**src/hw/rtl/srst_pkg.sv**
```systemverilog
// Shared types and constants of the sorted range set tracker.
package srst_pkg;

    localparam int CFG_DATA_W  = 48;
    localparam int SEG_W       = 32;
    localparam int CHUNK_W     = 32;
    localparam int PROD_W      = 64;
    localparam int COUNT_OUT_W = 7;

    typedef enum logic [1:0] {
        OP_MARK    = 2'd0,
        OP_QUERY   = 2'd1,
        OP_SEGMENT = 2'd2,
        OP_CLIP    = 2'd3
    } op_t;

    typedef enum logic [1:0] {
        ST_OK       = 2'd0,
        ST_REVERSED = 2'd1,
        ST_FULL     = 2'd2
    } status_t;

    typedef enum logic {
        CFG_TOTAL_SIZE = 1'b0,
        CFG_CHUNK_SIZE = 1'b1
    } cfg_idx_t;

    typedef enum logic [2:0] {
        S_IDLE,
        S_PREP,
        S_KEYS,
        S_SCAN,
        S_DECIDE,
        S_REWRITE,
        S_FLUSH,
        S_DONE
    } state_t;

    typedef struct packed {
        logic load;
        logic prep;
        logic keys;
        logic scan_start;
        logic scan_step;
        logic decide;
        logic rw_start;
        logic rw_step;
        logic flush;
        logic commit;
    } cmd_t;

    typedef struct packed {
        logic pass_done;
        logic need_rewrite;
    } stat_t;

endpackage

```
**src/hw/rtl/srst_ctrl.sv**
```systemverilog
// Sequencer of the sorted range set tracker: item intake, table passes, result handoff.
module srst_ctrl
(
    input  logic                clk,
    input  logic                rst_n,
    input  logic                s_tvalid,
    output logic                s_tready,
    output logic                m_tvalid,
    input  logic                m_tready,
    input  srst_pkg::stat_t     stat,
    output srst_pkg::cmd_t      cmd
);

    srst_pkg::state_t state_reg;
    srst_pkg::state_t state_next;
    logic             out_valid_reg;
    logic             out_valid_next;

    always_ff @(posedge clk or negedge rst_n)
    begin
        if (!rst_n)
        begin
            state_reg     <= srst_pkg::S_IDLE;
            out_valid_reg <= 1'b0;
        end
        else
        begin
            state_reg     <= state_next;
            out_valid_reg <= out_valid_next;
        end
    end

    always_comb
    begin
        state_next = state_reg;
        cmd        = '0;
        s_tready   = 1'b0;
        unique case (state_reg)
            srst_pkg::S_IDLE:
            begin
                s_tready = 1'b1;
                if (s_tvalid)
                begin
                    cmd.load   = 1'b1;
                    state_next = srst_pkg::S_PREP;
                end
            end
            srst_pkg::S_PREP:
            begin
                cmd.prep   = 1'b1;
                state_next = srst_pkg::S_KEYS;
            end
            srst_pkg::S_KEYS:
            begin
                cmd.keys       = 1'b1;
                cmd.scan_start = 1'b1;
                state_next     = srst_pkg::S_SCAN;
            end
            srst_pkg::S_SCAN:
            begin
                cmd.scan_step = 1'b1;
                if (stat.pass_done)
                begin
                    state_next = srst_pkg::S_DECIDE;
                end
            end
            srst_pkg::S_DECIDE:
            begin
                cmd.decide = 1'b1;
                if (stat.need_rewrite)
                begin
                    cmd.rw_start = 1'b1;
                    state_next   = srst_pkg::S_REWRITE;
                end
                else
                begin
                    state_next = srst_pkg::S_DONE;
                end
            end
            srst_pkg::S_REWRITE:
            begin
                cmd.rw_step = 1'b1;
                if (stat.pass_done)
                begin
                    state_next = srst_pkg::S_FLUSH;
                end
            end
            srst_pkg::S_FLUSH:
            begin
                cmd.flush  = 1'b1;
                state_next = srst_pkg::S_DONE;
            end
            srst_pkg::S_DONE:
            begin
                // The result waits here only while the previous one is still held.
                if (!out_valid_reg || m_tready)
                begin
                    cmd.commit = 1'b1;
                    state_next = srst_pkg::S_IDLE;
                end
            end
            default:
            begin
                state_next = srst_pkg::S_IDLE;
            end
        endcase
    end

    always_comb
    begin
        if (cmd.commit)
        begin
            out_valid_next = 1'b1;
        end
        else if (m_tready)
        begin
            out_valid_next = 1'b0;
        end
        else
        begin
            out_valid_next = out_valid_reg;
        end
    end

    assign m_tvalid = out_valid_reg;

endmodule

```
**config.mk**
```make
export PLATFORM = sky130hd
export DESIGN_NAME = srst_ctrl
export DESIGN_NICKNAME = d
export VERILOG_FILES = /design/src/hw/rtl/srst_pkg.sv /design/src/hw/rtl/srst_ctrl.sv
export SDC_FILE = /design/constraint.sdc
export NUM_CORES = 1
export LEC_CHECK = 0
export BUFFER_PORTS_ARGS = -buffer_cell sky130_fd_sc_hd__buf_2
export CORE_AREA = 2 2 39 41
export CTS_CLUSTER_DIAMETER = 50
export DETAILED_ROUTE_END_ITERATION = 6
export DIE_AREA = 0 0 41 43
export PLACE_DENSITY = 0.53
export SKIP_CTS_REPAIR_TIMING = 1
export SLEW_MARGIN = 15
export SYNTH_ARGS = -nofsm -noshare
export SYNTH_HDL_FRONTEND = slang
export SYNTH_SLANG_ARGS = --single-unit
```
**constraint.sdc**
```tcl
create_clock -name clk -period 1.3 [get_ports clk]
set_clock_uncertainty 0.05 [all_clocks]
set_input_delay 0.26 -clock clk [delete_from_list [all_inputs] [get_ports clk]]
set_output_delay 0.26 -clock clk [all_outputs]
set_load 0.1 [all_outputs]
```
# After elaboration in Yosys (flattened, before gate mapping)
# Cells that the tools add are included.
[totals] ff_bits=4 out_inout_bits=12
[classes] n_eq_ne=11 mux=20 reduce_logical=5
[ops] operator="$pmux 3 s8" count=1
[ops] operator="$eq 3x3->1 const B" count=4
[ops] operator="$mux 1" count=12
[ops] operator="$mux 3" count=4
[ops] operator="$ne 2x2->1 const B" count=4
[ops] operator="$eq 3x2->1 const B" count=2
[ops] operator="$mux 2" count=3
[ops] operator="$reduce_and 4->1" count=1
[ops] operator="$eq 3x1->1 const B" count=1
[ops] operator="$logic_not 3->1" count=1
[ops] operator="$reduce_bool 2->1" count=1
[ops] operator="$logic_not 1->1" count=1
[ops] operator="$logic_or 1x1->1" count=1

# Longest topological paths before layout
[logic_depth] word_depth=5 ltp_mapped=4 mapped_depth_nobuf=3

# Least setup slack after synthesis
# OpenSTA, ideal clock, no wires.
[synth_path] path_type="reg2out" startpoint="register state_reg[2]" endpoint="output port cmd[3] in the netlist's numbering" t_arrival_ns=3.569 required_time_ns=0.990 path_slack_ns=-2.579 path_stages_with_launch=4 path_buffers=0 cell_sequence="dfrtp_1 > inv_2 > nor3_1 > and2_1"
[synth_lines] item="from (decl)" line="srst_ctrl.sv:14" rtl="srst_pkg::state_t state_reg;"
[synth_lines] item="from (signal assigned)" line="srst_ctrl.sv:23" rtl="state_reg <= srst_pkg::S_IDLE;"
[synth_lines] item="from (signal assigned)" line="srst_ctrl.sv:28" rtl="state_reg <= state_next;"
[synth_lines] item="to (decl)" line="srst_ctrl.sv:11" rtl="output srst_pkg::cmd_t cmd"

==> run summary <==
OUTCOME
--------------------------------------------------------------------------------
Result of the run                                                   complete, but fails checks
Failing checks                                                      setup timing

WORST SETUP PATH
--------------------------------------------------------------------------------
Peak per-stage delay on the critical path                                 430 ps
Worst reg2reg startpoint                                            state_reg[2]$_DFFE_PN0P_
Highest net fanout along the worst path                                        5
Combined buffer and inverter count along the critical path                     2
Cell with the biggest individual delay on the critical path              dfrtp_2
Data required time of the critical path                                   990 ps
Sort of element at the end of the critical path                     primary output
Arrival time worst endpoint                                              1310 ps
Reg2reg path depth                                                             3
Gate family responsible for the most delay along the worst path       flip-flops
Endpoint of the lowest-slack register-to-register path              state_reg[0]$_DFFE_PN0P_
Classification of the worst setup path                              flop to primary output
Kind of launch point of the worst setup path                                flop
Reg2reg setup slack                                                        50 ps
Cell Chain, Critical Path                                           buf_6 > nor3_4 > and2_4 > buf_12

DIE
--------------------------------------------------------------------------------
Number of placement rows                                                      14
Horizontal die dimension                                                   41 um
Initial core utilization                                                   0.203
Number of top-level pins                                                      18
Die Span Y                                                                 43 um
Die area                                                             0.00176 mm2
Std-Cell Core Area                                                   0.00138 mm2

FLOW RUN
--------------------------------------------------------------------------------
Max-cap viol count                                                             0

HOLD PATH
--------------------------------------------------------------------------------
Hold Path Stages                                                               3
Worst hold-check path type                                          input port to flop
Worst hold endpoint                                                 state_reg[2]$_DFFE_PN0P_
Origin of the worst min-delay path                                       stat[1]

ROUTE
--------------------------------------------------------------------------------
Total wire length                                                         739 um
Detail-routed via count per cell                                            4.37
Number of design rule violations left after detail routing                     0
Starting DRT DRC Count                                                         6
Detail-routed net length per standard cell                               9.35 um
Routed Antenna Nets                                                            0
First-pass detailed-route iteration total                                      2
Via count                                                                    345

SYNTHESIS
--------------------------------------------------------------------------------
Portion of netlist area occupied by mux cells                             0.0356
Post-synthesis instance area                                             282 um2
Area share of fa/ha/maj cells after synthesis                             0.0400
Area share of and/or/nand/nor cells after synthesis                        0.333
Number of synthesized flops with an enable pin                                 0
Prevailing post-synth register cell                                      dfrtp_1
Share of synthesized area occupied by flip-flops and latches               0.356
Mean instance size in the synthesized netlist                           8.53 um2
Flop and latch count out of synthesis                                          4
Total nets after synthesis                                                    39
Combinational family with the most area after synthesis             simple AND/OR/NAND/NOR gates
Count leader, synth                                                       nor3_1
Number of distinct library cells after synthesis                              18
Share of the synthesized area in the top cell type                         0.356
Post-synth top area cell                                                 dfrtp_1
XOR/XNOR Fraction of Synth Area                                                0
Most frequent cells after synthesis                                 nor3_1, dfrtp_1, and3_2, buf_4
Post-synthesis async set-or-reset flop share                                1.00
Syn. warnings                                                                  0
Synthesized-area fraction occupied by ao, oa, aoi and oai cells            0.111
Area contributors post-synth                                        dfrtp_1, nor3_1, and3_2
Mapped Cells                                                                  33

LAYOUT
--------------------------------------------------------------------------------
Layout filler cell count                                                     127
Max FFs per register                                                           3
Area of all placed cells without fillers                                 768 um2
Share of cells above drive strength 1                                      0.810
Final instance count without filler cells                                     79
Layout overhead on the synthesized area                                     173%
Nets@finish                                                                   70
Antenna fix cells                                                              0

PLACE
--------------------------------------------------------------------------------
GP Congestion                                                              0.748
Detailed Place HPWL                                                       599 um
Pre-CTS setup slack                                                     -95.3 ps
Placed Instance Area                                                     697 um2
Total of buffers placed on input and output ports                             17
Placed Cells incl. Taps                                                       73

CLOCKING
--------------------------------------------------------------------------------
Clock net sink count                                                           4
Number of levels the H-tree was split into                                     1
Maximum clock insertion buffer count                                           2
Clock tree root buffer cell                                             clkbuf_4
TritonCTS clock tree                                                        done
Clock transition at the registers of the reported paths                    40 ps
Later-pin clock latency in the skew report                                240 ps
TritonCTS buffer count                                                         3

GLOBAL ROUTE
--------------------------------------------------------------------------------
Via count of the first global-routing pass                                   312
Total routing usage reported by global routing                             0.103
Wire length of the first global-routing pass                             1170 um
Pin count of the biggest net entering global routing                          11
Number of antenna violations at the first check in global routing              0
GR Overflow Total                                                              0

STA
--------------------------------------------------------------------------------
Worst slew margin                                                          0.831
Share of the clock period used by the worst path after layout               1.24
Aggregate negative setup slack                                          -2990 ps
Worst setup slack after layout                                           -317 ps
Max Transition Viols Final                                                     0
Tightest Pin Transition                                                   253 ps
RSZ-0062 raised after global routing                                         yes
Tmin final                                                               1620 ps
Number of endpoints with negative hold slack in the final report               0
Final setup fails                                                             11
Highest clock rate                                                     0.618 GHz

layout by cell type, fill, tap and decap left out, types with 2 or more instances in the layout:
cell and n:
clkbuf_4 3, nor3_4 4, buf_2 5, buf_12 13
nand3_1 2, buf_4 8, and2_4 2, dfrtp_2 3
a21oi_1 2, buf_6 3, and3_2 2
how the worst max path moves through the flow:
stage	depth (start not counted)	to	start	slack [ps]
floorplan	3	cmd[3]	state_reg[1]$_DFFE_PN0P_	-810
global placement	3	cmd[1]	state_reg[0]$_DFFE_PN0P_	-80
detailed placement	4	cmd[9]	state_reg[1]$_DFFE_PN0P_	-100
CTS	4	cmd[9]	state_reg[1]$_DFFE_PN0P_	-350
global route	3	cmd[6]	state_reg[0]$_DFFE_PN0P_	-380
finish	4	cmd[3]	state_reg[1]$_DFFE_PN0P_	-320
worst register-to-register path: cells and delay by family (launching register included):
kind	cells	cell delay, ps
DFF	1	470
adders and majority gates	1	320
AOI/OAI and AO/OA	1	220
buffers and inverters	1	90
metrics by stage:
stage          utilization  hold WS [ps]
2_1_floorplan            -         -85.6
3_3_place_gp         0.504          15.0
3_5_place_dp         0.504          19.1
4_1_cts              0.523          -241
5_1_grt              0.555           272
6_report             0.555           274
routing by layer:
metal,up-vias,wire length (um),track usage
met3,2,34,0.0157
met5,-,0,0
met4,0,15,0.100
met1,153,324,0.128
li1,177,-,-
met2,13,365,0.141
cell families after synthesis:
family / Yosys count
buffers and inverters: 6
and+or+nand+nor: 17
DFF: 4
muxes: 1
adders and majority gates: 1
AOI/OAI and AO/OA: 4
cell type report:
| class | count | area (um2) | area share |
|---|---|---|---|
| clock buffers | 4 | 26.3 | 0.0342 |
| inverters | 2 | 10.0 | 0.0130 |
| multi-input cells | 23 | 215 | 0.280 |
| flip-flops and latches | 4 | 108 | 0.140 |
| well taps | 16 | 20.0 | 0.0261 |
| repair buffers | 30 | 389 | 0.507 |
Power is left out: the tool's default activity adds up to more than one toggle a clock period on the data nets, which glitch-free logic cannot reach.
